File: src/sv/dda_pkg.sv
// ----------------------------------------------------------------------------
// DDA line rasterizer package
// Shared widths, register indexes and the control and status bundles.
// ----------------------------------------------------------------------------
package dda_pkg;

  localparam int FRAC_BITS  = 16;
  localparam int TILE_SIZE  = 64;
  localparam int COORD_BITS = 12;

  localparam int COLOR_W   = 16;
  localparam int CFG_W     = 7;
  localparam int CFG_IDX_W = 1;
  localparam int PIX_W     = $clog2(TILE_SIZE);

  localparam int NUM_W  = COORD_BITS + FRAC_BITS;
  localparam int QUO_W  = FRAC_BITS + 1;
  localparam int INC_W  = FRAC_BITS + 2;
  localparam int POS_W  = COORD_BITS + FRAC_BITS + 1;
  localparam int DCNT_W = $clog2(NUM_W + 1);

  localparam logic [CFG_W-1:0] FRAME_RESET = CFG_W'(TILE_SIZE);
  localparam logic [CFG_W-1:0] TILE_LIMIT  = CFG_W'(TILE_SIZE);

  localparam logic [CFG_IDX_W-1:0] CFG_FRAME_WIDTH  = 1'b0;
  localparam logic [CFG_IDX_W-1:0] CFG_FRAME_HEIGHT = 1'b1;

  typedef logic signed [COORD_BITS-1:0] coord_t;

  typedef struct packed {
    logic load;
    logic div_run;
    logic setup;
    logic step;
    logic flush;
  } dda_cmd_t;

  typedef struct packed {
    logic div_done;
    logic walk_done;
    logic hit;
    logic pend_valid;
    logic out_free;
  } dda_sts_t;

endpackage

File: src/sv/dda_cmd_if.sv
// ----------------------------------------------------------------------------
// Line command channel
// Carries one line command per transfer: two endpoints and a color.
// ----------------------------------------------------------------------------
interface dda_cmd_if;

  logic                          valid;
  logic                          ready;
  dda_pkg::coord_t               start_x;
  dda_pkg::coord_t               start_y;
  dda_pkg::coord_t               end_x;
  dda_pkg::coord_t               end_y;
  logic [dda_pkg::COLOR_W-1:0]   color;

  modport source (output valid, start_x, start_y, end_x, end_y, color, input ready);
  modport sink (input valid, start_x, start_y, end_x, end_y, color, output ready);

endinterface

File: src/sv/dda_pix_if.sv
// ----------------------------------------------------------------------------
// Pixel channel
// Carries one plotted pixel or one empty-line marker per transfer.
// ----------------------------------------------------------------------------
interface dda_pix_if;

  logic                          valid;
  logic                          ready;
  logic [dda_pkg::PIX_W-1:0]     pixel_x;
  logic [dda_pkg::PIX_W-1:0]     pixel_y;
  logic [dda_pkg::COLOR_W-1:0]   pixel_color;
  logic                          visible;
  logic                          last;

  modport source (output valid, pixel_x, pixel_y, pixel_color, visible, last, input ready);
  modport sink (input valid, pixel_x, pixel_y, pixel_color, visible, last, output ready);

endinterface

File: src/sv/dda_div.sv
// ----------------------------------------------------------------------------
// DDA increment divider
// Two restoring division lanes share one divisor; one quotient bit per cycle while run_i.
// ----------------------------------------------------------------------------
module dda_div (
  input  logic                           clk_i,
  input  logic                           rst_ni,
  input  logic                           start_i,
  input  logic                           run_i,
  input  logic [dda_pkg::NUM_W-1:0]      num_x_i,
  input  logic [dda_pkg::NUM_W-1:0]      num_y_i,
  input  logic [dda_pkg::COORD_BITS-1:0] divisor_i,
  output logic [dda_pkg::NUM_W-1:0]      quot_x_o,
  output logic [dda_pkg::NUM_W-1:0]      quot_y_o,
  output logic                           done_o
);
  import dda_pkg::*;

  logic [DCNT_W-1:0]     cnt_q, cnt_d;
  logic [COORD_BITS-1:0] divisor_q;
  logic [COORD_BITS-1:0] rem_q [2];
  logic [COORD_BITS-1:0] rem_d [2];
  logic [NUM_W-1:0]      num_q [2];
  logic [NUM_W-1:0]      num_d [2];
  logic [COORD_BITS:0]   trial [2];
  logic [COORD_BITS:0]   diff  [2];

  assign done_o = (cnt_q == DCNT_W'(NUM_W));

  always_comb begin
    for (int i = 0; i < 2; i++) begin
      trial[i] = {rem_q[i], num_q[i][NUM_W-1]};
      diff[i]  = trial[i] - {1'b0, divisor_q};
      if (trial[i] >= {1'b0, divisor_q}) begin
        rem_d[i] = diff[i][COORD_BITS-1:0];
        num_d[i] = {num_q[i][NUM_W-2:0], 1'b1};
      end else begin
        rem_d[i] = trial[i][COORD_BITS-1:0];
        num_d[i] = {num_q[i][NUM_W-2:0], 1'b0};
      end
    end
  end

  always_comb begin
    cnt_d = cnt_q;
    if (start_i) begin
      cnt_d = '0;
    end else if (run_i && !done_o) begin
      cnt_d = cnt_q + DCNT_W'(1);
    end
  end

  always_ff @(posedge clk_i or negedge rst_ni) begin
    if (!rst_ni) begin
      cnt_q <= DCNT_W'(NUM_W);
    end else begin
      cnt_q <= cnt_d;
    end
  end

  always_ff @(posedge clk_i) begin
    if (start_i) begin
      divisor_q <= divisor_i;
      rem_q[0]  <= '0;
      rem_q[1]  <= '0;
      num_q[0]  <= num_x_i;
      num_q[1]  <= num_y_i;
    end else if (run_i && !done_o) begin
      rem_q[0] <= rem_d[0];
      rem_q[1] <= rem_d[1];
      num_q[0] <= num_d[0];
      num_q[1] <= num_d[1];
    end
  end

  assign quot_x_o = num_q[0];
  assign quot_y_o = num_q[1];

endmodule

File: src/sv/dda_dpath.sv
// ----------------------------------------------------------------------------
// DDA datapath
// Frame registers, step setup, position accumulators, clipping, the pending
// pixel that resolves the last flag, and the output register.
// ----------------------------------------------------------------------------
module dda_dpath (
  input  logic                            clk_i,
  input  logic                            rst_ni,
  input  logic                            cfg_we_i,
  input  logic [dda_pkg::CFG_IDX_W-1:0]   cfg_idx_i,
  input  logic [dda_pkg::CFG_W-1:0]       cfg_data_i,
  input  dda_pkg::coord_t                 start_x_i,
  input  dda_pkg::coord_t                 start_y_i,
  input  dda_pkg::coord_t                 end_x_i,
  input  dda_pkg::coord_t                 end_y_i,
  input  logic [dda_pkg::COLOR_W-1:0]     color_i,
  input  dda_pkg::dda_cmd_t               cmd_i,
  output dda_pkg::dda_sts_t               sts_o,
  output logic                            pix_valid_o,
  input  logic                            pix_ready_i,
  output logic [dda_pkg::PIX_W-1:0]       pixel_x_o,
  output logic [dda_pkg::PIX_W-1:0]       pixel_y_o,
  output logic [dda_pkg::COLOR_W-1:0]     pixel_color_o,
  output logic                            visible_o,
  output logic                            last_o
);
  import dda_pkg::*;

  logic [CFG_W-1:0] fw_q, fh_q;
  logic [CFG_W-1:0] w_eff, h_eff;

  logic signed [COORD_BITS:0] dx_w, dy_w;
  logic [COORD_BITS:0]        adx_w, ady_w;
  logic [COORD_BITS-1:0]      ax_w, ay_w, l_w, divisor_w;
  logic [NUM_W-1:0]           quot_x, quot_y;
  logic                       div_done;

  logic                    sx_q, sy_q;
  logic [COORD_BITS-1:0]   l_q, k_q;
  logic [COLOR_W-1:0]      color_q;
  logic signed [INC_W-1:0] incx_q, incy_q, qx_s, qy_s;
  logic signed [POS_W-1:0] px_q, py_q;

  logic signed [COORD_BITS:0] cx_w, cy_w;
  logic                       hit_w, walk_done, out_free;

  logic             pend_valid_q;
  logic [PIX_W-1:0] pend_x_q, pend_y_q;
  logic             out_valid_q;

  always_ff @(posedge clk_i or negedge rst_ni) begin
    if (!rst_ni) begin
      fw_q <= FRAME_RESET;
      fh_q <= FRAME_RESET;
    end else if (cfg_we_i) begin
      case (cfg_idx_i)
        CFG_FRAME_WIDTH:  fw_q <= cfg_data_i;
        CFG_FRAME_HEIGHT: fh_q <= cfg_data_i;
        default: ;
      endcase
    end
  end

  assign w_eff = (fw_q > TILE_LIMIT) ? TILE_LIMIT : fw_q;
  assign h_eff = (fh_q > TILE_LIMIT) ? TILE_LIMIT : fh_q;

  assign dx_w      = {end_x_i[COORD_BITS-1], end_x_i} - {start_x_i[COORD_BITS-1], start_x_i};
  assign dy_w      = {end_y_i[COORD_BITS-1], end_y_i} - {start_y_i[COORD_BITS-1], start_y_i};
  assign adx_w     = dx_w[COORD_BITS] ? -dx_w : dx_w;
  assign ady_w     = dy_w[COORD_BITS] ? -dy_w : dy_w;
  assign ax_w      = adx_w[COORD_BITS-1:0];
  assign ay_w      = ady_w[COORD_BITS-1:0];
  assign l_w       = (ax_w > ay_w) ? ax_w : ay_w;
  assign divisor_w = (l_w == '0) ? COORD_BITS'(1) : l_w;

  dda_div u_div (
    .clk_i     (clk_i),
    .rst_ni    (rst_ni),
    .start_i   (cmd_i.load),
    .run_i     (cmd_i.div_run),
    .num_x_i   ({ax_w, {FRAC_BITS{1'b0}}}),
    .num_y_i   ({ay_w, {FRAC_BITS{1'b0}}}),
    .divisor_i (divisor_w),
    .quot_x_o  (quot_x),
    .quot_y_o  (quot_y),
    .done_o    (div_done)
  );

  assign qx_s = $signed({1'b0, quot_x[QUO_W-1:0]});
  assign qy_s = $signed({1'b0, quot_y[QUO_W-1:0]});

  assign cx_w = px_q[POS_W-1:FRAC_BITS];
  assign cy_w = py_q[POS_W-1:FRAC_BITS];

  assign hit_w = !cx_w[COORD_BITS] && !cy_w[COORD_BITS]
              && (cx_w < $signed({{(COORD_BITS+1-CFG_W){1'b0}}, w_eff}))
              && (cy_w < $signed({{(COORD_BITS+1-CFG_W){1'b0}}, h_eff}));

  assign walk_done = (k_q == l_q);
  assign out_free  = !out_valid_q || pix_ready_i;

  assign sts_o.div_done   = div_done;
  assign sts_o.walk_done  = walk_done;
  assign sts_o.hit        = hit_w;
  assign sts_o.pend_valid = pend_valid_q;
  assign sts_o.out_free   = out_free;

  always_ff @(posedge clk_i or negedge rst_ni) begin
    if (!rst_ni) begin
      k_q <= '0;
      l_q <= '0;
    end else if (cmd_i.load) begin
      k_q <= '0;
      l_q <= l_w;
    end else if (cmd_i.step) begin
      k_q <= k_q + COORD_BITS'(1);
    end
  end

  always_ff @(posedge clk_i) begin
    if (cmd_i.load) begin
      sx_q    <= dx_w[COORD_BITS];
      sy_q    <= dy_w[COORD_BITS];
      color_q <= color_i;
      px_q    <= {{(POS_W-FRAC_BITS-COORD_BITS){start_x_i[COORD_BITS-1]}}, start_x_i,
                  {FRAC_BITS{1'b0}}};
      py_q    <= {{(POS_W-FRAC_BITS-COORD_BITS){start_y_i[COORD_BITS-1]}}, start_y_i,
                  {FRAC_BITS{1'b0}}};
    end else if (cmd_i.step) begin
      px_q <= px_q + {{(POS_W-INC_W){incx_q[INC_W-1]}}, incx_q};
      py_q <= py_q + {{(POS_W-INC_W){incy_q[INC_W-1]}}, incy_q};
    end
    if (cmd_i.setup) begin
      incx_q <= sx_q ? -qx_s : qx_s;
      incy_q <= sy_q ? -qy_s : qy_s;
    end
  end

  always_ff @(posedge clk_i or negedge rst_ni) begin
    if (!rst_ni) begin
      pend_valid_q <= 1'b0;
    end else if (cmd_i.load || cmd_i.flush) begin
      pend_valid_q <= 1'b0;
    end else if (cmd_i.step && hit_w) begin
      pend_valid_q <= 1'b1;
    end
  end

  always_ff @(posedge clk_i) begin
    if (cmd_i.step && hit_w) begin
      pend_x_q <= cx_w[PIX_W-1:0];
      pend_y_q <= cy_w[PIX_W-1:0];
    end
  end

  always_ff @(posedge clk_i or negedge rst_ni) begin
    if (!rst_ni) begin
      out_valid_q <= 1'b0;
    end else if ((cmd_i.step && hit_w && pend_valid_q) || cmd_i.flush) begin
      out_valid_q <= 1'b1;
    end else if (pix_ready_i) begin
      out_valid_q <= 1'b0;
    end
  end

  always_ff @(posedge clk_i) begin
    if (cmd_i.step && hit_w && pend_valid_q) begin
      pixel_x_o     <= pend_x_q;
      pixel_y_o     <= pend_y_q;
      pixel_color_o <= color_q;
      visible_o     <= 1'b1;
      last_o        <= 1'b0;
    end else if (cmd_i.flush) begin
      pixel_x_o     <= pend_valid_q ? pend_x_q : '0;
      pixel_y_o     <= pend_valid_q ? pend_y_q : '0;
      pixel_color_o <= color_q;
      visible_o     <= pend_valid_q;
      last_o        <= 1'b1;
    end
  end

  assign pix_valid_o = out_valid_q;

  a_marker_is_last: assert property (@(posedge clk_i) disable iff (!rst_ni)
    (out_valid_q && !visible_o) |-> last_o)
    else $error("Empty-line marker presented without last set.");

  a_step_in_range: assert property (@(posedge clk_i) disable iff (!rst_ni)
    k_q <= l_q)
    else $error("Step counter ran past the step count.");

endmodule

File: src/sv/dda_ctrl.sv
// ----------------------------------------------------------------------------
// DDA controller
// Sequences command load, increment division, the walk and the final flush.
// ----------------------------------------------------------------------------
module dda_ctrl (
  input  logic              clk_i,
  input  logic              rst_ni,
  input  logic              in_valid_i,
  output logic              in_ready_o,
  input  dda_pkg::dda_sts_t sts_i,
  output dda_pkg::dda_cmd_t cmd_o
);
  import dda_pkg::*;

  localparam logic [1:0] S_IDLE  = 2'd0;
  localparam logic [1:0] S_DIV   = 2'd1;
  localparam logic [1:0] S_WALK  = 2'd2;
  localparam logic [1:0] S_FLUSH = 2'd3;

  logic [1:0] state_q, state_d;

  always_comb begin
    state_d    = state_q;
    cmd_o      = '0;
    in_ready_o = 1'b0;
    case (state_q)
      S_IDLE: begin
        in_ready_o = 1'b1;
        if (in_valid_i) begin
          cmd_o.load = 1'b1;
          state_d    = S_DIV;
        end
      end
      S_DIV: begin
        if (sts_i.div_done) begin
          cmd_o.setup = 1'b1;
          state_d     = S_WALK;
        end else begin
          cmd_o.div_run = 1'b1;
        end
      end
      S_WALK: begin
        if (sts_i.walk_done) begin
          state_d = S_FLUSH;
        end else if (!(sts_i.hit && sts_i.pend_valid && !sts_i.out_free)) begin
          cmd_o.step = 1'b1;
        end
      end
      S_FLUSH: begin
        if (sts_i.out_free) begin
          cmd_o.flush = 1'b1;
          state_d     = S_IDLE;
        end
      end
      default: begin
        state_d = S_IDLE;
      end
    endcase
  end

  always_ff @(posedge clk_i or negedge rst_ni) begin
    if (!rst_ni) begin
      state_q <= S_IDLE;
    end else begin
      state_q <= state_d;
    end
  end

  a_idle_no_pending: assert property (@(posedge clk_i) disable iff (!rst_ni)
    (state_q == S_IDLE) |-> !sts_i.pend_valid)
    else $error("A pending pixel survived the end of a line.");

  a_load_restarts_div: assert property (@(posedge clk_i) disable iff (!rst_ni)
    cmd_o.load |=> (state_q == S_DIV) && !sts_i.div_done)
    else $error("Divider did not restart on a new line command.");

endmodule

File: src/sv/dda_line_rasterizer.sv
// ----------------------------------------------------------------------------
// DDA line rasterizer
// Fixed-point DDA line drawing with clipping to the configured frame.
// ----------------------------------------------------------------------------
// A line command with step count l = max(|dx|, |dy|) passes through the
// increment division and then the walk: the two increments come from a
// restoring divider that produces one quotient bit per cycle, and the
// walk then visits one position per cycle while the pixel sink does not
// stall. A new command is taken only once the previous one has handed its
// final result to the output register. Each pixel is held back by one
// visible position so that the last flag can be set on it; an invisible
// line yields a single marker with visible low and last high.
module dda_line_rasterizer (
  input  logic                          clk_i,
  input  logic                          rst_ni,
  input  logic                          cfg_we_i,
  input  logic [dda_pkg::CFG_IDX_W-1:0] cfg_idx_i,
  input  logic [dda_pkg::CFG_W-1:0]     cfg_data_i,
  dda_cmd_if.sink                       cmd_i,
  dda_pix_if.source                     pix_o
);
  import dda_pkg::*;

  dda_cmd_t cmd;
  dda_sts_t sts;
  logic     in_ready;

  dda_ctrl u_ctrl (
    .clk_i      (clk_i),
    .rst_ni     (rst_ni),
    .in_valid_i (cmd_i.valid),
    .in_ready_o (in_ready),
    .sts_i      (sts),
    .cmd_o      (cmd)
  );

  assign cmd_i.ready = in_ready;

  dda_dpath u_dpath (
    .clk_i         (clk_i),
    .rst_ni        (rst_ni),
    .cfg_we_i      (cfg_we_i),
    .cfg_idx_i     (cfg_idx_i),
    .cfg_data_i    (cfg_data_i),
    .start_x_i     (cmd_i.start_x),
    .start_y_i     (cmd_i.start_y),
    .end_x_i       (cmd_i.end_x),
    .end_y_i       (cmd_i.end_y),
    .color_i       (cmd_i.color),
    .cmd_i         (cmd),
    .sts_o         (sts),
    .pix_valid_o   (pix_o.valid),
    .pix_ready_i   (pix_o.ready),
    .pixel_x_o     (pix_o.pixel_x),
    .pixel_y_o     (pix_o.pixel_y),
    .pixel_color_o (pix_o.pixel_color),
    .visible_o     (pix_o.visible),
    .last_o        (pix_o.last)
  );

endmodule
File: src/flat_wrapper.sv
// flat-port wrapper written by rule: the top's interface ports become plain ports
module dda_line_rasterizer_flat import dda_pkg::*;
  (clk_i, rst_ni, cfg_we_i, cfg_idx_i, cfg_data_i, cmd_i_valid, cmd_i_start_x, cmd_i_start_y, cmd_i_end_x, cmd_i_end_y, cmd_i_color, cmd_i_ready, pix_o_valid, pix_o_pixel_x, pix_o_pixel_y, pix_o_pixel_color, pix_o_visible, pix_o_last, pix_o_ready);
  dda_cmd_if cmd_i_i ();
  dda_pix_if pix_o_i ();
  input  logic clk_i;
  input  logic rst_ni;
  input  logic cfg_we_i;
  input  logic [dda_pkg::CFG_IDX_W-1:0] cfg_idx_i;
  input  logic [dda_pkg::CFG_W-1:0] cfg_data_i;
  input wire logic [$bits(cmd_i_i.valid)-1:0] cmd_i_valid;
  input wire logic [$bits(cmd_i_i.start_x)-1:0] cmd_i_start_x;
  input wire logic [$bits(cmd_i_i.start_y)-1:0] cmd_i_start_y;
  input wire logic [$bits(cmd_i_i.end_x)-1:0] cmd_i_end_x;
  input wire logic [$bits(cmd_i_i.end_y)-1:0] cmd_i_end_y;
  input wire logic [$bits(cmd_i_i.color)-1:0] cmd_i_color;
  output wire logic [$bits(cmd_i_i.ready)-1:0] cmd_i_ready;
  output wire logic [$bits(pix_o_i.valid)-1:0] pix_o_valid;
  output wire logic [$bits(pix_o_i.pixel_x)-1:0] pix_o_pixel_x;
  output wire logic [$bits(pix_o_i.pixel_y)-1:0] pix_o_pixel_y;
  output wire logic [$bits(pix_o_i.pixel_color)-1:0] pix_o_pixel_color;
  output wire logic [$bits(pix_o_i.visible)-1:0] pix_o_visible;
  output wire logic [$bits(pix_o_i.last)-1:0] pix_o_last;
  input wire logic [$bits(pix_o_i.ready)-1:0] pix_o_ready;
  assign cmd_i_i.valid = cmd_i_valid;
  assign cmd_i_i.start_x = cmd_i_start_x;
  assign cmd_i_i.start_y = cmd_i_start_y;
  assign cmd_i_i.end_x = cmd_i_end_x;
  assign cmd_i_i.end_y = cmd_i_end_y;
  assign cmd_i_i.color = cmd_i_color;
  assign cmd_i_ready = cmd_i_i.ready;
  assign pix_o_valid = pix_o_i.valid;
  assign pix_o_pixel_x = pix_o_i.pixel_x;
  assign pix_o_pixel_y = pix_o_i.pixel_y;
  assign pix_o_pixel_color = pix_o_i.pixel_color;
  assign pix_o_visible = pix_o_i.visible;
  assign pix_o_last = pix_o_i.last;
  assign pix_o_i.ready = pix_o_ready;
  dda_line_rasterizer u_core (.clk_i(clk_i), .rst_ni(rst_ni), .cfg_we_i(cfg_we_i), .cfg_idx_i(cfg_idx_i), .cfg_data_i(cfg_data_i), .cmd_i(cmd_i_i), .pix_o(pix_o_i));
endmodule
File: config.mk
export PLATFORM = sky130hd
export DESIGN_NAME = dda_line_rasterizer_flat
export DESIGN_NICKNAME = d
export VERILOG_FILES = /design/src/sv/dda_pkg.sv /design/src/sv/dda_cmd_if.sv /design/src/sv/dda_pix_if.sv /design/src/sv/dda_div.sv /design/src/sv/dda_dpath.sv /design/src/sv/dda_ctrl.sv /design/src/sv/dda_line_rasterizer.sv /design/src/flat_wrapper.sv
export SDC_FILE = /design/constraint.sdc
export NUM_CORES = 1
export LEC_CHECK = 0
export BUFFER_PORTS_ARGS = -buffer_cell sky130_fd_sc_hd__buf_2
export CORE_AREA = 4 4 175 177
export CTS_CLUSTER_DIAMETER = 200
export DETAILED_ROUTE_END_ITERATION = 12
export DIE_AREA = 0 0 179 181
export PLACE_DENSITY_LB_ADDON = 0.25
export SYNTH_ARGS = -nofsm -noshare
export SYNTH_HDL_FRONTEND = slang
export SYNTH_SLANG_ARGS = --single-unit
export TNS_END_PERCENT = 10
File: constraint.sdc
create_clock -name clk_i -period 5.1 [get_ports clk_i]
set_input_delay 0.255 -clock clk_i [delete_from_list [all_inputs] [get_ports clk_i]]
set_output_delay 0.255 -clock clk_i [all_outputs]
set_load 0.03 [all_outputs]
==> impl_metrics.csv, run 1 <==
group,metric,value,unit
finish,final_cell_mix,"212 x edfxtp_1, 162 x nand2_1, 150 x nor2_1",
clocking,cts_root_buf,"clkbuf_16",
floorplanning,die_area,32400,um^2
job,max_cap_violations,0,
finish,final_common_cell,"edfxtp_1",
clocking,numCtsBuffers,31,
critical_path,critPathCaptureType,"flip-flop",
finish,multi_input_area,9020,um^2
yosys,synth_top_area_share,35.8,%
clocking,cts_tree,"done",
critical_path,crit_start,"cmd_i_end_x[0]",
grt,grt_max_degree,81,
critical_path,critical_path.max_stage_delay,520,ps
routing,avgViaCountPerCell,5.87,
critical_path,ff2ff_setup_slack,940,ps
yosys,netlist-cell-type-count,74,
routing,drt-wirelength-per-cell,17.6,um
grt,grt_use_total,26.0,%
critical_path,crit_required,5480,ps
yosys,syn-num-nets,1992,
grt,overflow,0,
critical_path,critPathLaunchType,"input pin",
grt,grt_pass1_wl,69600,um
sta,fmax,196,MHz
critical_path,reg2reg_to,"u_core.u_dpath.pixel_color_o[10]$_DFFE_PP_",
floorplanning,dieHeight,181,um
sta,setup_violations,0,
grt,antenna_found_initial,0,
critical_path,path_buf_inv,3,
sta,worst_slew_margin_rel,23.1,%
worst_hold_path,hp-class,"input pin to flip-flop",
sta,finalHoldViolations,0,
yosys,syn_avg_cell_area,10.1,um^2
power_and_ir_drop,power.total,8.86,mW
sta,worst_pin_slew,1150,ps
routing,drt_first_pass_iters,6,
sta,rsz0062_at_grt,"yes",
floorplanning,die_w,179,um
power_and_ir_drop,p_leak,8.94,nW
floorplanning,coreArea,29200,um^2
critical_path,crit_slowest_cell,"or4_1",
yosys,ys_async_sr_fraction,16.0,%
power_and_ir_drop,p_per_area,422,nW/um^2
yosys,yosysTopAreaCell,"edfxtp_1",
clocking,cts.clk_slew.worst_paths,70,ps
grt,grt_pass1_vias,14200,
routing,via_count,14300,
finish,layout.nets,2237,
routing,ant_nets,0,
critical_path,cp-endpoint,"u_core.u_dpath.u_div.divisor_q[0]$_SDFFCE_PN1P_",
placement,globalplace.congestion,0.930,
yosys,yosys-top-cells-area,"edfxtp_1 36%, ha_1 9.8%, dfrtp_1 5.9%",
critical_path,cp.depth,24,
sta,period_share,99.9,%
floorplanning,initial_core_util,60.8,%
finish,fillers,2052,
critical_path,path_class,"input pin to flip-flop",
yosys,synth-main-ff-cell,"edfxtp_1",
sta,whs,20.8,ps
critical_path,worst_r2r_path_depth,12,
clocking,insertion_delay,580,ps
routing,drt_wl_total,42700,um
finish,regArea,8230,um^2
finish,drive_gt1_share,17.1,%
run_status,status,"complete, no violations",
finish,utilization,71.8,%
yosys,syn-cell-area,17800,um^2
finish,diodes,0,
sta,fin_skew,25.8,ps
clocking,cts_sinks,293,
routing,drt-initial-drc-count,1202,
critical_path,cp_top_family,"simple AND/OR/NAND/NOR gates",
placement,dp_hpwl,30600,um
sta,min_period,5100,ps
finish,area_delta_synth_final,18.0,%
yosys,ys_ff_latch,293,
yosys,yosys_warnings,0,
critical_path,arrival,5480,ps
sta,slew_violations,0,
critical_path,r2r_start,"u_core.u_dpath.fh_q[6]$_DFFE_PN1P_",
clocking,ctsLongestPathBuffers,3,
clocking,h-tree-depth,1,
yosys,synth_edf_count,212,
floorplanning,rows,63,
yosys,synthCells,1770,
floorplanning,io_pins,109,
placement,portBuffers,108,
yosys,yosysSeqAreaShare,46.2,%
clocking,post_cts_resize_count,0,
critical_path,critical_path.max_fanout,3,
routing,drc,0,
critical_path,crit_chain,"buf_2, inv_1, ha_1, fa_2, nand2b_4, a21oi_4, or4_1, o311ai_0, nand2_1, or3_1, o31ai_2, xor2_1, inv_1, ha_1, nand4_1, or3_1, a21oi_1, a211oi_1, o21ai_0, o21a_1, mux2_4, or4_1, or4b_1, o41ai_2",
power_and_ir_drop,ir_drop,0.337,mV
-- Yosys cell counts (all sizes together), types with 23 or more instances --
| master | count |
|---|---|
| nand3 | 28 |
| and2 | 23 |
| mux2 | 23 |
| and3 | 34 |
| xor2 | 53 |
| o21ai | 99 |
| edfxtp | 212 |
| a21o | 32 |
| or3 | 24 |
| dfxtp | 34 |
| nor2 | 151 |
| clkbuf | 51 |
| a21oi | 130 |
| nand4 | 23 |
| inv | 104 |
| o31ai | 33 |
| nand2 | 164 |
| nor3 | 34 |
| ha | 139 |
| xnor2 | 94 |
| dfrtp | 42 |
-- timing repair --
| action | in CTS | in global routing |
|---|---|---|
| setup buffers | 0 | 1 |
| hold buffers | 24 | 0 |
| endpoints found under the setup margin | 0 | 1 |
| hold endpoints to repair | 72 | 0 |
-- state kept, by name, indices dropped and copies added, names as in the netlist, 2 cells and up --
| signal | flops |
|---|---|
| u_core.u_ctrl.state_q | 2 |
| u_core.u_dpath.color_q | 16 |
| u_core.u_dpath.fh_q | 7 |
| u_core.u_dpath.fw_q | 7 |
| u_core.u_dpath.incx_q | 18 |
| u_core.u_dpath.incy_q | 18 |
| u_core.u_dpath.k_q | 12 |
| u_core.u_dpath.l_q | 12 |
| u_core.u_dpath.pend_x_q | 6 |
| u_core.u_dpath.pend_y_q | 6 |
| u_core.u_dpath.pixel_color_o | 16 |
| u_core.u_dpath.pixel_x_o | 6 |
| u_core.u_dpath.pixel_y_o | 6 |
| u_core.u_dpath.px_q | 29 |
| u_core.u_dpath.py_q | 29 |
| u_core.u_dpath.u_div.cnt_q | 5 |
| u_core.u_dpath.u_div.divisor_q | 12 |
| u_core.u_dpath.u_div.num_q | 56 |
| u_core.u_dpath.u_div.rem_q | 24 |
-- cell type report --
class                           instances  share of cell area [%]
Clock buffer                           45                    4.49
Clock inverter                         13                   0.554
Inverter                              104                    1.87
Multi-Input combinational cell       1316                    43.0
Sequential cell                       293                    39.2
Tap cell                              390                    2.32
Timing Repair Buffer                  269                    8.62
-- cells by family (layout without fill, tap and decap cells) --
logic type,Yosys count,in the layout,synth area share (%)
compound gates,412,412,14.6
xor+xnor,147,147,7.24
fa+ha+maj,145,145,10.4
buf+inv,161,431,3.40
flops,293,293,46.2
mux,43,43,2.60
simple gates,569,569,15.5
-- metrics by stage --
stage                     setup WS, ps  std cells  cell area [um^2]  TNS, ps
after CTS                         6.21       2429             21000        0
after detailed placement          -540       2347             19700     -540
after global routing              -251       2430             21000     -251
after floorplan                   -198       1770             17800     -198
final                             4.28       2430             21000        0
after global placement            -418       2347             19700     -418
-- worst min-delay path, delay by kind of cell --
family,cells,cell delay [ps]
AOI/OAI and AO/OA,1,60
buffers and inverters,1,110
and+or+nand+nor,1,70
-- worst min-delay path by stage --
stage,start,endpoint,slack (ps),depth (start not counted)
finish,cmd_i_start_x[8],u_core.u_dpath.px_q[24]$_DFFE_PP_,20,3
global route,cmd_i_start_x[9],u_core.u_dpath.px_q[25]$_DFFE_PP_,20,2
CTS,cmd_i_start_x[8],u_core.u_dpath.px_q[24]$_DFFE_PP_,8,3
detailed placement,u_core.u_dpath.color_q[15]$_DFFE_PP_,u_core.u_dpath.pixel_color_o[15]$_DFFE_PP_,400,0
global placement,u_core.u_dpath.color_q[15]$_DFFE_PP_,u_core.u_dpath.pixel_color_o[15]$_DFFE_PP_,400,0
floorplan,rst_ni,u_core.u_ctrl.state_q[0]$_DFFE_PN0P_,-40,0
-- power breakdown --
| group | switching (mW) | internal (mW) | leakage (nW) |
|---|---|---|---|
| Clock | 0.941 | 1.34 | 0.516 |
| Sequential | 0.204 | 2.96 | 2.81 |
| Combinational | 1.82 | 1.60 | 5.61 |
-- metal layers --
metal / wire length [um] / track usage (%) / part of all wire [%] / up-vias
li1: - / - / - / 6917
met1: 18000 / 34.4 / 42 / 6839
met2: 21200 / 44.5 / 50 / 414
met3: 2250 / 3.20 / 5.3 / 99
met4: 1290 / 8.44 / 3.0 / 0
met5: 0 / 0 / 0 / -
Note: power is estimated with default switching activity, not from simulation.
==> inputs of run 2 (changes only) <==
CELL_PAD_IN_SITES_DETAIL_PLACEMENT = 0   (was not set)
CELL_PAD_IN_SITES_GLOBAL_PLACEMENT = 1   (was not set)
CORE_AREA = 4 4 196 198   (was 4 4 175 177)
DIE_AREA = 0 0 200 202   (was 0 0 179 181)
==> impl_metrics.csv, run 2 (same netlist as run 1, synthesis figures left out) <==
group,metric,value,unit
run_status,status,"finished with violations",
run_status,violations,"setup timing",
finish,diodes,0,
power_and_ir_drop,power.total,9.11,mW
sta,period_share,101,%
critical_path,crit_required,5440,ps
grt,antenna_found_initial,0,
power_and_ir_drop,clkPwrFrac,28.2,%
sta,layout_setup_ws,-35.2,ps
finish,top_register,"u_core.u_dpath.u_div.num_q",
grt,grt_pass1_wl,69200,um
floorplanning,dieHeight,202,um
placement,portBuffers,108,
placement,dpl.cell_count,2434,
critical_path,arrival,5470,ps
power_and_ir_drop,swShare,32.7,%
finish,fillers,3121,
routing,drt_first_pass_iters,7,
critical_path,ff2ff_setup_slack,1350,ps
clocking,cts_tree,"done",
sta,worst_pin_slew,1180,ps
finish,final_cell_area,21300,um^2
clocking,numCtsBuffers,34,
routing,via_count,13800,
critical_path,critPathCaptureType,"flip-flop",
grt,grt_use_total,20.9,%
critical_path,path_class,"input pin to flip-flop",
critical_path,r2r_start,"u_core.u_dpath.incx_q[17]$_SDFFCE_PN0P_",
finish,layout.nets,2249,
finish,final_cell_mix,"212 x edfxtp_1, 161 x nand2_1, 150 x nor2_1",
clocking,h-tree-depth,2,
sta,rsz0062_at_grt,"yes",
critical_path,path_buf_inv,3,
finish,area_delta_synth_final,19.9,%
floorplanning,die_w,200,um
sta,setup_violations,1,
critical_path,critical_path.max_stage_delay,540,ps
critical_path,critical_path.max_fanout,3,
critical_path,reg2reg_to,"u_core.u_dpath.px_q[28]$_DFFE_PP_",
floorplanning,initial_core_util,48.7,%
power_and_ir_drop,p_leak,9.05,nW
critical_path,crit_slowest_cell,"or4_4",
sta,worst_slew_margin_rel,21.4,%
clocking,ctsLongestPathBuffers,3,
routing,drt-initial-drc-count,786,
power_and_ir_drop,p_seq_share,34.7,%
grt,grt_pass1_vias,13500,
placement,globalplace.congestion,0.876,
clocking,insertion_delay,550,ps
power_and_ir_drop,combPwrFrac,37.2,%
routing,ant_nets,0,
routing,avgViaCountPerCell,5.49,
placement,dp_hpwl,31500,um
finish,top_regs,"u_core.u_dpath.u_div.num_q (56), u_core.u_dpath.px_q (29), u_core.u_dpath.py_q (29)",
worst_hold_path,whs_path_depth,2,
power_and_ir_drop,p_switching,2.98,mW
critical_path,critPathLaunchType,"input pin",
clocking,cts_root_buf,"clkbuf_16",
floorplanning,rows,70,
job,max_cap_violations,0,
power_and_ir_drop,ir_drop,0.310,mV
sta,min_period,5140,ps
sta,finalHoldViolations,0,
sta,slew_violations,0,
routing,drc,0,
power_and_ir_drop,intPower,6.13,mW
floorplanning,die_area,40400,um^2
finish,drive_gt1_share,18.0,%
sta,fin_skew,27.3,ps
power_and_ir_drop,p_per_area,427,nW/um^2
worst_hold_path,min_to,"u_core.u_dpath.px_q[25]$_DFFE_PP_",
worst_hold_path,hp-class,"input pin to flip-flop",
grt,grt_max_degree,81,
clocking,cts.clk_slew.worst_paths,60,ps
routing,drt_wl_total,43000,um
grt,overflow,0,
critical_path,cp_top_family,"simple AND/OR/NAND/NOR gates",
finish,layout.cells.non_filler,2521,
finish,largest_reg_flops,56,
critical_path,worst_r2r_path_depth,9,
worst_hold_path,hp-start,"cmd_i_start_x[9]",
floorplanning,coreArea,36500,um^2
routing,drt-wirelength-per-cell,17.1,um
sta,fin_tns_setup,-35.2,ps
finish,utilization,58.4,%
clocking,cts_sinks,293,
floorplanning,io_pins,109,
finish,final_common_cell,"edfxtp_1",
critical_path,crit_chain,"buf_2, inv_2, ha_2, fa_2, nand2b_4, a21oi_4, or4_1, o311ai_1, nand2_1, or3_1, o31ai_2, xor2_1, inv_1, ha_1, nand4_1, or3_4, a21oi_2, a211oi_1, o21ai_1, o21a_1, mux2_4, or4_4, or4b_1, o41ai_2",
sta,fmax,195,MHz
placement,place_area,19900,um^2
==> run 2: changes by cell type in the layout (fill, tap and decap cells not counted), moves of 3 or more <==
cell and delta:
bufinv_16 +3, a21oi_1 -3, buf_4 +8, clkinvlp_4 -3
a21oi_2 +3, clkinv_4 +3
==> run 2: per-stage QoR <==
| step | hold slack (ps) | setup slack, ps |
|---|---|---|
| floorplan | -40.6 | -198 |
| finish | 34.0 | -35.2 |
| CTS | 11.4 | 6.65 |
| detailed placement | 405 | -674 |
| global route | 22.3 | -276 |
| global placement | 398 | -480 |
==> run 2: final cells by class <==
class	count	area (um^2)	area share, %
timing repair buffer	278	1880	8.81
inverter	104	393	1.84
clock buffer	46	957	4.49
multi-input combinational	1316	9060	42.5
sequential	293	8230	38.6
clock inverter	16	234	1.10
tap	468	586	2.74
==> run 2: what timing repair did <==
action / in CTS / in global routing
buffers inserted: 0 / 1
hold buffers: 24 / 0
resized for setup: 8 / 8
pin swaps: 2 / 4
setup endpoints to repair: 1 / 1
endpoints found under the hold margin: 72 / 0
==> run 2: worst max path at each step <==
stage	startpoint	end	slack, ps	cells after the start
2_1_floorplan	cmd_i_end_x[0]	u_core.u_dpath.u_div.divisor_q[0]$_SDFFCE_PN1P_	-200	23
3_3_place_gp	cmd_i_end_x[0]	u_core.u_dpath.u_div.divisor_q[0]$_SDFFCE_PN1P_	-480	24
3_5_place_dp	cmd_i_end_x[0]	u_core.u_dpath.u_div.divisor_q[0]$_SDFFCE_PN1P_	-670	24
4_1_cts	cmd_i_end_x[0]	u_core.u_dpath.u_div.divisor_q[0]$_SDFFCE_PN1P_	7	24
5_1_grt	cmd_i_end_x[0]	u_core.u_dpath.u_div.divisor_q[0]$_SDFFCE_PN1P_	-280	24
6_report	cmd_i_end_x[0]	u_core.u_dpath.u_div.divisor_q[0]$_SDFFCE_PN1P_	-40	24
==> run 2: layer usage <==
layer  GRT usage [%]  part of all wire [%]  up-vias  wire (um)
met5               0                     0        -          0
met1            28.9                    46     6590      19900
met3            2.85                   3.9       41       1660
met2            35.4                    49      231      20900
li1                -                     -     6968          -
met4            4.00                   1.3        0        549
==> run 2: power groups by stage <==
stage	clock network, mW	logic, mW	registers [mW]
5_1_grt	2.74	3.83	3.18
3_5_place_dp	0	3.32	3.20
2_1_floorplan	0	2.39	3.11
4_1_cts	2.62	3.37	3.15
3_3_place_gp	0	3.25	3.19
6_report	2.56	3.39	3.16
